### config.mk
export PLATFORM = sky130hd
export DESIGN_NAME = quantized_run_length_encoder
export DESIGN_NICKNAME = d
export VERILOG_FILES = /design/src/design/qrle_pkg.sv /design/src/design/quantized_run_length_encoder.sv /design/src/design/qrle_ctrl.sv /design/src/design/qrle_dpath.sv
export SDC_FILE = /design/constraint.sdc
export NUM_CORES = 1
export LEC_CHECK = 0
export BUFFER_PORTS_ARGS = -buffer_cell sky130_fd_sc_hd__buf_4
export CAP_MARGIN = 20
export CORE_MARGIN = 8
export CORE_UTILIZATION = 40
export CTS_CLUSTER_SIZE = 28
export DETAILED_ROUTE_END_ITERATION = 16
export PLACE_DENSITY = 0.66
export SYNTH_ARGS = -nofsm -noshare
export SYNTH_HDL_FRONTEND = slang
export SYNTH_SLANG_ARGS = --single-unit
### constraint.sdc
create_clock -name clk_i -period 6.43 [get_ports clk_i]
set_clock_uncertainty 0.15 [all_clocks]
set_input_delay 1.286 -clock clk_i [delete_from_list [all_inputs] [get_ports clk_i]]
set_output_delay 1.286 -clock clk_i [all_outputs]
set_load 0.01 [all_outputs]
### src/design/qrle_pkg.sv
`timescale 1ns / 1ps
// ----------------------------------------------------------------------------
// qrle_pkg
// Shared types, constants and the run-closing function of the quantized
// run-length encoder.
// ----------------------------------------------------------------------------
`default_nettype none

package qrle_pkg;

  localparam int unsigned ByteW    = 8;
  localparam int unsigned BufDepth = 6;
  localparam int unsigned BufIdxW  = 3;
  localparam int unsigned DivSteps = 8;

  typedef logic [ByteW-1:0] byte_t;

  localparam byte_t MaxRun        = 8'd255;
  localparam byte_t ModeMarker    = 8'd0;
  localparam byte_t RunOne        = 8'd1;
  localparam byte_t FactorReset   = 8'd5;
  localparam logic  EnableReset   = 1'b1;

  // Configuration register indexes
  typedef enum logic {
    CFG_QUANT_FACTOR = 1'b0,
    CFG_QUANT_ENABLE = 1'b1
  } cfg_index_e;

  typedef enum logic [2:0] {
    S_IDLE,
    S_DIV,
    S_MUL,
    S_PLAN,
    S_EMIT
  } state_e;

  // Controller to datapath
  typedef struct packed {
    logic start;
    logic div_step;
    logic quantize;
    logic plan;
    logic load_out;
  } cmd_t;

  // Datapath to controller
  typedef struct packed {
    logic div_done;
    logic plan_empty;
    logic emit_last;
    logic out_free;
  } status_t;

  typedef struct packed {
    byte_t [2:0] bytes;
    logic  [1:0] n;
    logic        mode;
  } close_t;

  // Code one closed run: count c of value v, starting from the given mode.
  function automatic close_t close_run(input byte_t v, input byte_t c, input logic mode);
    close_t r;
    r.bytes = '0;
    r.n     = 2'd0;
    r.mode  = mode;
    if (c > RunOne) begin
      if (!mode) begin
        r.bytes[0] = ModeMarker;
        r.bytes[1] = c;
        r.bytes[2] = v;
        r.n        = 2'd3;
      end else begin
        r.bytes[0] = c;
        r.bytes[1] = v;
        r.n        = 2'd2;
      end
      r.mode = 1'b1;
    end else if (v == ModeMarker) begin
      // literal zero goes out as a run of one
      if (mode) begin
        r.bytes[0] = RunOne;
        r.bytes[1] = v;
        r.n        = 2'd2;
      end else begin
        r.bytes[0] = ModeMarker;
        r.bytes[1] = RunOne;
        r.bytes[2] = v;
        r.n        = 2'd3;
        r.mode     = 1'b1;
      end
    end else if (mode) begin
      r.bytes[0] = ModeMarker;
      r.bytes[1] = v;
      r.n        = 2'd2;
      r.mode     = 1'b0;
    end else begin
      r.bytes[0] = v;
      r.n        = 2'd1;
    end
    return r;
  endfunction

endpackage

`default_nettype wire

### src/design/quantized_run_length_encoder.sv
`timescale 1ns / 1ps
// ----------------------------------------------------------------------------
// quantized_run_length_encoder
// Quantizes pixel bytes and codes them as literal and run segments.
// ----------------------------------------------------------------------------
// Each accepted pixel byte passes through these steps in order: the accept,
// the bit-serial restoring divider for floor(x/quant_factor), the multiply
// back, planning of the output bytes it produces (one to six, or none), and
// then one byte per cycle into the output register, slowed by any output
// back-pressure (a pixel that only extends a run finds nothing to send, and
// the encoder returns to idle). The next pixel is accepted while the last
// encoded byte still waits in the output register. Configuration writes are
// always taken at once and must only happen while the encoder is idle.
`default_nettype none

module quantized_run_length_encoder
  import qrle_pkg::*;
(
  input  wire        clk_i,
  input  wire        rst_ni,
  // configuration write
  input  wire        cfg_valid_i,
  output logic       cfg_ready_o,
  input  wire        cfg_index_i,
  input  wire  [7:0] cfg_data_i,
  // pixel items
  input  wire        s_axis_tvalid,
  output logic       s_axis_tready,
  input  wire  [7:0] s_axis_tdata,   // [7:0] sample
  input  wire        s_axis_tlast,   // frame_last
  // encoded items
  output logic       m_axis_tvalid,
  input  wire        m_axis_tready,
  output logic [7:0] m_axis_tdata,   // [7:0] out_byte
  output logic [0:0] m_axis_tuser,   // [0] item_last
  output logic       m_axis_tlast    // frame_done
);

  byte_t   factor_q;
  logic    enable_q;
  cmd_t    cmd;
  status_t status;

  assign cfg_ready_o = 1'b1;

  always_ff @(posedge clk_i or negedge rst_ni) begin
    if (!rst_ni) begin
      factor_q <= FactorReset;
      enable_q <= EnableReset;
    end else if (cfg_valid_i) begin
      unique case (cfg_index_e'(cfg_index_i))
        CFG_QUANT_FACTOR: factor_q <= cfg_data_i;
        CFG_QUANT_ENABLE: enable_q <= cfg_data_i[0];
        default: ;
      endcase
    end
  end

  qrle_ctrl u_ctrl (
    .clk_i      (clk_i),
    .rst_ni     (rst_ni),
    .in_valid_i (s_axis_tvalid),
    .in_ready_o (s_axis_tready),
    .status_i   (status),
    .cmd_o      (cmd)
  );

  qrle_dpath u_dpath (
    .clk_i          (clk_i),
    .rst_ni         (rst_ni),
    .cmd_i          (cmd),
    .status_o       (status),
    .sample_i       (s_axis_tdata),
    .frame_last_i   (s_axis_tlast),
    .quant_factor_i (factor_q),
    .quant_enable_i (enable_q),
    .out_ready_i    (m_axis_tready),
    .out_valid_o    (m_axis_tvalid),
    .out_byte_o     (m_axis_tdata),
    .item_last_o    (m_axis_tuser[0]),
    .frame_done_o   (m_axis_tlast)
  );

endmodule

`default_nettype wire

### src/design/qrle_ctrl.sv
`timescale 1ns / 1ps
// ----------------------------------------------------------------------------
// qrle_ctrl
// Sequencer of the encoder: accept, divide, quantize, plan the output
// bytes, then drain them one per free output slot.
// ----------------------------------------------------------------------------
`default_nettype none

module qrle_ctrl
  import qrle_pkg::*;
(
  input  wire          clk_i,
  input  wire          rst_ni,
  input  wire          in_valid_i,
  output logic         in_ready_o,
  input  wire status_t status_i,
  output cmd_t         cmd_o
);

  state_e state_q, state_d;

  always_ff @(posedge clk_i or negedge rst_ni) begin
    if (!rst_ni) begin
      state_q <= S_IDLE;
    end else begin
      state_q <= state_d;
    end
  end

  always_comb begin
    state_d    = state_q;
    cmd_o      = '0;
    in_ready_o = 1'b0;
    unique case (state_q)
      S_IDLE: begin
        in_ready_o = 1'b1;
        if (in_valid_i) begin
          cmd_o.start = 1'b1;
          state_d     = S_DIV;
        end
      end
      S_DIV: begin
        cmd_o.div_step = 1'b1;
        if (status_i.div_done) begin
          state_d = S_MUL;
        end
      end
      S_MUL: begin
        cmd_o.quantize = 1'b1;
        state_d        = S_PLAN;
      end
      S_PLAN: begin
        cmd_o.plan = 1'b1;
        state_d    = S_EMIT;
      end
      S_EMIT: begin
        if (status_i.plan_empty) begin
          state_d = S_IDLE;
        end else if (status_i.out_free) begin
          cmd_o.load_out = 1'b1;
          if (status_i.emit_last) begin
            state_d = S_IDLE;
          end
        end
      end
      default: state_d = S_IDLE;
    endcase
  end

endmodule

`default_nettype wire

### src/design/qrle_dpath.sv
`timescale 1ns / 1ps
// ----------------------------------------------------------------------------
// qrle_dpath
// Datapath: restoring divider, quantizing multiply, run state, planned
// byte buffer and the output register.
// ----------------------------------------------------------------------------
`default_nettype none

module qrle_dpath
  import qrle_pkg::*;
(
  input  wire              clk_i,
  input  wire              rst_ni,
  input  wire cmd_t        cmd_i,
  output status_t          status_o,
  input  wire  [ByteW-1:0] sample_i,
  input  wire              frame_last_i,
  input  wire  [ByteW-1:0] quant_factor_i,
  input  wire              quant_enable_i,
  input  wire              out_ready_i,
  output logic             out_valid_o,
  output logic [ByteW-1:0] out_byte_o,
  output logic             item_last_o,
  output logic             frame_done_o
);

  // item registers
  byte_t                sample_q;
  logic                 last_q;
  byte_t                dvd_q;     // dividend bits, then quotient
  byte_t                rem_q;
  logic [BufIdxW-1:0]   step_q;
  byte_t                x_q;

  // run state
  byte_t pend_q, pend_d;
  logic  has_q, has_d;
  byte_t run_q, run_d;
  logic  mode_q, mode_d;

  // planned bytes
  byte_t [BufDepth-1:0] buf_q, buf_d;
  logic [BufIdxW-1:0]   n_q, n_d;
  logic [BufIdxW-1:0]   idx_q;

  logic                 out_valid_q;
  byte_t                out_byte_q;
  logic                 item_last_q;
  logic                 frame_done_q;

  // one restoring divide step
  logic [ByteW:0] rem_shift;
  logic           q_bit;
  byte_t          rem_next;
  logic [2*ByteW-1:0] product;

  always_comb begin
    rem_shift = {rem_q, dvd_q[ByteW-1]};
    q_bit     = (rem_shift >= {1'b0, quant_factor_i});
    rem_next  = q_bit ? ByteW'(rem_shift - {1'b0, quant_factor_i}) : rem_shift[ByteW-1:0];
    product   = dvd_q * quant_factor_i;
  end

  always_ff @(posedge clk_i) begin
    if (cmd_i.start) begin
      sample_q <= sample_i;
      last_q   <= frame_last_i;
      dvd_q    <= sample_i;
      rem_q    <= '0;
      step_q   <= '0;
    end else if (cmd_i.div_step) begin
      dvd_q  <= {dvd_q[ByteW-2:0], q_bit};
      rem_q  <= rem_next;
      step_q <= step_q + BufIdxW'(1);
    end
    if (cmd_i.quantize) begin
      x_q <= (quant_enable_i && (quant_factor_i != '0)) ? product[ByteW-1:0] : sample_q;
    end
  end

  // plan: at most two runs close per item
  close_t             c1, c2;
  logic               match, do_c1;
  logic [1:0]         n1, n2;
  byte_t              pend1, run1;
  logic               mode1;
  logic [BufIdxW-1:0] ii, jj;

  always_comb begin
    match  = has_q && (x_q == pend_q);
    do_c1  = has_q && (!match || (run_q == MaxRun));
    c1     = close_run(pend_q, run_q, mode_q);
    n1     = do_c1 ? c1.n : 2'd0;
    mode1  = do_c1 ? c1.mode : mode_q;
    pend1  = x_q;
    run1   = (match && (run_q != MaxRun)) ? run_q + 8'd1 : RunOne;

    c2     = close_run(pend1, run1, mode1);
    n2     = last_q ? c2.n : 2'd0;

    pend_d = pend1;
    has_d  = !last_q;
    run_d  = last_q ? RunOne : run1;
    mode_d = last_q ? 1'b0 : mode1;
    n_d    = {1'b0, n1} + {1'b0, n2};

    for (int i = 0; i < BufDepth; i++) begin
      ii = BufIdxW'(i);
      jj = ii - {1'b0, n1};
      if (ii < {1'b0, n1}) begin
        buf_d[i] = c1.bytes[ii[1:0]];
      end else if (jj < {1'b0, n2}) begin
        buf_d[i] = c2.bytes[jj[1:0]];
      end else begin
        buf_d[i] = '0;
      end
    end
  end

  always_ff @(posedge clk_i or negedge rst_ni) begin
    if (!rst_ni) begin
      pend_q <= '0;
      has_q  <= 1'b0;
      run_q  <= RunOne;
      mode_q <= 1'b0;
      n_q    <= '0;
      idx_q  <= '0;
    end else if (cmd_i.plan) begin
      pend_q <= pend_d;
      has_q  <= has_d;
      run_q  <= run_d;
      mode_q <= mode_d;
      n_q    <= n_d;
      idx_q  <= '0;
    end else if (cmd_i.load_out) begin
      idx_q <= idx_q + BufIdxW'(1);
    end
  end

  always_ff @(posedge clk_i) begin
    if (cmd_i.plan) begin
      buf_q <= buf_d;
    end
  end

  // output register
  always_ff @(posedge clk_i or negedge rst_ni) begin
    if (!rst_ni) begin
      out_valid_q <= 1'b0;
    end else if (cmd_i.load_out) begin
      out_valid_q <= 1'b1;
    end else if (out_ready_i) begin
      out_valid_q <= 1'b0;
    end
  end

  always_ff @(posedge clk_i) begin
    if (cmd_i.load_out) begin
      out_byte_q   <= buf_q[idx_q];
      item_last_q  <= status_o.emit_last;
      frame_done_q <= status_o.emit_last && last_q;
    end
  end

  always_comb begin
    status_o.div_done   = (step_q == BufIdxW'(DivSteps - 1));
    status_o.plan_empty = (n_q == '0);
    status_o.emit_last  = (idx_q == n_q - BufIdxW'(1));
    status_o.out_free   = !out_valid_q || out_ready_i;
  end

  assign out_valid_o  = out_valid_q;
  assign out_byte_o   = out_byte_q;
  assign item_last_o  = item_last_q;
  assign frame_done_o = frame_done_q;

endmodule

`default_nettype wire

==> flow_metrics.env <==
export IMPL_layout_commonest_cell="edfxtp_1"
export IMPL_fmax_mhz=217
export IMPL_hold_class="register to register"
export IMPL_netlist_instances=782
export IMPL_route_met2_wl_mm=10.2
export IMPL_wl_met3_mm=1.02
export IMPL_yosysWarnings=0
export IMPL_root_buffer="clkbuf_16"
export IMPL_endpoint_kind="register"
export IMPL_drt_iter0_markers=528
export IMPL_grt_max_degree=55
export IMPL_htreeDepth=4
export IMPL_maxCapViolCount=0
export IMPL_mostFrequentLayoutCells="edfxtp_1 (83), nand2_1 (73), inv_1 (63)"
export IMPL_cp_max_fo=10
export IMPL_track_usage_pct=16.7
export IMPL_drtAntennaViolNets=0
export IMPL_worstSetupPathType="register to register"
export IMPL_ys_flop_type="edfxtp_1"
export IMPL_fin_ws_ns=1.82
export IMPL_vias=6078
export IMPL_arrival_ns=4.74
export IMPL_die_w_um=160
export IMPL_clkTransAtPathRegs_ns=0.06
export IMPL_port_buffers=34
export IMPL_maxSlewViolCount=0
export IMPL_tritoncts="built"
export IMPL_power_density_nw_per_um2=480
export IMPL_clk_latency_ns=0.43
export IMPL_pwr_share_comb_pct=48.1
export IMPL_worst_pin_slew_ns=0.948
export IMPL_finalSetupTns_ns=0
export IMPL_synth_edf_count=83
export IMPL_sw_frac_of_total_pct=41.3
export IMPL_ys_ff_latch=131
export IMPL_met1Wirelength_mm=9.37
export IMPL_hpwlAfterDp_mm=15.6
export IMPL_io_pins=36
export IMPL_post_cts_buffers=0
export IMPL_power_switching_uw=1850
export IMPL_drive_gt1_share_pct=16.0
export IMPL_synth_distinct_cells=81
export IMPL_drc=0
export IMPL_async_flop_share_pct=28.2
export IMPL_ctsResizeCount=0
export IMPL_ys_top_cells_by_area="edfxtp_1 (30%), dfrtp_1 (10%), ha_1 (6.4%)"
export IMPL_grt_pass1_wl_mm=33.8
export IMPL_hold_buffers=0
export IMPL_top_layer="met4"
export IMPL_intPower_uw=2620
export IMPL_die_area_sq_um=25500
export IMPL_clock_power_share_pct=21.2
export IMPL_syn_area_per_cell_sq_um=10.6
export IMPL_period_minus_slack_ns=4.61
export IMPL_routed_wl_mm=20.9
export IMPL_synth_top_area_share_pct=30.1
export IMPL_slew_headroom_pct=36.6
export IMPL_pre_cts_slack_ns=1.91
export IMPL_vdd_drop_max_uv=231
export IMPL_p_leak_uw=0.00372
export IMPL_syn2layout_area_growth_pct=12.6
export IMPL_synth_seq_area_share_pct=44.1
export IMPL_required_ns=6.57
export IMPL_vias_per_cell=5.58
export IMPL_fp_coreArea_sq_um=20200
export IMPL_hold_violations=0
export IMPL_setup_viol=0
export IMPL_syn_nets=862
export IMPL_start_util_pct=40.9
export IMPL_synth_area_sq_um=8270
export IMPL_avgRoutedWirePerCell_um=19.2
export IMPL_cts_buffer_depth=2
export IMPL_diodes=0
export IMPL_cp_start_kind="register"
export IMPL_outcome="finished clean"
export IMPL_rsz0062_at_grt="false"
export IMPL_gp_congestion=0.926
export IMPL_grt_pass1_vias=6030
export IMPL_die_h_um=160
export IMPL_overflow=0
export IMPL_final_nets=886
export IMPL_num_rows=52
export IMPL_cts_buffers=17
export IMPL_antenna_found_initial=0
export IMPL_firstDrtPassIters=5
export IMPL_finalCritPeriodShare_pct=71.6
export IMPL_synth_largest_area_cell="edfxtp_1"
export IMPL_p_seq_share_pct=30.8
export IMPL_cts_sinks=131
[metal layers]
layer	vias up	global-route usage, %
met5	-	0
li1	2864	-
met2	184	27.6
met1	3005	21.6
met3	25	3.26
met4	0	5.06
[layout make-up]
type	instances	area, sq um
flip-flops and latches	131	3640
well taps	270	338
repair buffers	42	315
inverters	65	249
clock buffers	18	429
fillers	1892	10900
clock inverters	14	144
multi-input cells	549	4190
[synthesized netlist by cell type (6+ instances only)]
cell type and n:
xnor2_1 21, clkbuf_1 23, inv_1 64, nand3_1 16, fa_1 15, nand2_1 73, mux2i_1 25, a32oi_1 8
nor2_1 50, dfxtp_1 11, o22ai_1 12, ha_1 42, mux2_2 15, a31oi_1 8, a21oi_1 22, xor2_1 19
a22o_1 9, and2_1 28, dfrtp_1 33, nand2b_1 6, mux4_2 8, nand4_1 7, edfxtp_1 83, or2_2 6
nor3_1 15, a221o_1 6, o21ai_0 49
[worst max-delay path: stages (launching register included)]
cell and delay, ns:
edfxtp_1 0.52, xor2_2 0.21, nor4_4 0.34, nand4_2 0.22
nor2_1 0.29, nor2_1 0.15, o22ai_1 0.32, a31oi_1 0.19
fa_1 0.57, o31ai_1 0.10, nor2_1 0.59, inv_1 0.14
or4_1 0.42, a21o_1 0.19, nand3b_1 0.07
[cell families (layout without fill, tap and decap cells)]
logic type	Yosys count	in the layout	synth area share [%]
simple gates	235	235	14.4
other cells	1	1	0.0454
flops	131	131	44.1
compound gates	164	164	13.8
xor+xnor	43	43	4.96
mux	49	49	7.43
buf+inv	102	139	5.28
fa+ha+maj	57	57	9.99
[path summary, 6_finish.rpt]
| path | from | endpoint | slack (ns) | cells after the start |
|---|---|---|---|---|
| setup / recovery | u_dpath.pend1[1]$_DFFE_PN_ | u_dpath.buf_q[32]$_DFFE_PP_ | 1.82 | 14 |
| hold / removal | u_dpath.step_q[1]$_SDFFE_PP0P_ | u_dpath.step_q[1]$_SDFFE_PP0P_ | 0.31 | 2 |
| setup reg to reg | u_dpath.pend1[1]$_DFFE_PN_ | u_dpath.buf_q[32]$_DFFE_PP_ | 1.82 | 14 |
| hold reg to reg | u_dpath.step_q[1]$_SDFFE_PP0P_ | u_dpath.step_q[1]$_SDFFE_PP0P_ | 0.31 | 2 |
| max in group asynchronous | rst_ni | u_ctrl.state_q[0]$_DFFE_PN0P_ | 5.04 | 1 |
| min in group asynchronous | rst_ni | factor_q[3]$_DFFE_PN0P_ | 0.71 | 1 |
[power groups by stage]
stage	clock (uW)	combinational, uW	sequential, uW
final	944	2150	1370
after global routing	998	2390	1400
after CTS	963	2150	1370
after detailed placement	0	2130	1380
after global placement	0	2100	1380
after floorplan	0	1730	1280
[sequential cells by signal, summed over array words and instances, names as in the netlist]
| signal | count |
|---|---|
| u_dpath.rem_q | 8 |
| u_dpath.mode_q | 1 |
| factor_q | 8 |
| u_dpath.out_byte_o | 8 |
| u_dpath.pend_q | 8 |
| u_dpath.idx_q | 3 |
| u_dpath.pend1 | 8 |
| u_dpath.last_q | 1 |
| u_dpath.has_q | 1 |
| u_dpath.item_last_o | 1 |
| u_dpath.buf_q | 48 |
| enable_q | 1 |
| u_dpath.sample_q | 8 |
| u_dpath.out_valid_o | 1 |
| u_dpath.run_q | 8 |
| u_ctrl.state_q | 3 |
| u_dpath.dvd_q | 8 |
| u_dpath.frame_done_o | 1 |
| u_dpath.n_q | 3 |
| u_dpath.step_q | 3 |
[stage by stage]
step | util, % | instance area, sq um | cells | power (uW) | hold WS [ns]
after floorplan | - | 8270 | 782 | 3010 | 0.276
after CTS | 46.0 | 9310 | 1089 | 4480 | 0.317
after detailed placement | 43.2 | 8730 | 1057 | 3520 | 0.306
final | 46.0 | 9310 | 1089 | 4460 | 0.313
after global placement | 43.2 | 8730 | 1057 | 3480 | 0.299
after global routing | 46.0 | 9310 | 1089 | 4790 | 0.338
Note: power is estimated with default switching activity, not from simulation.
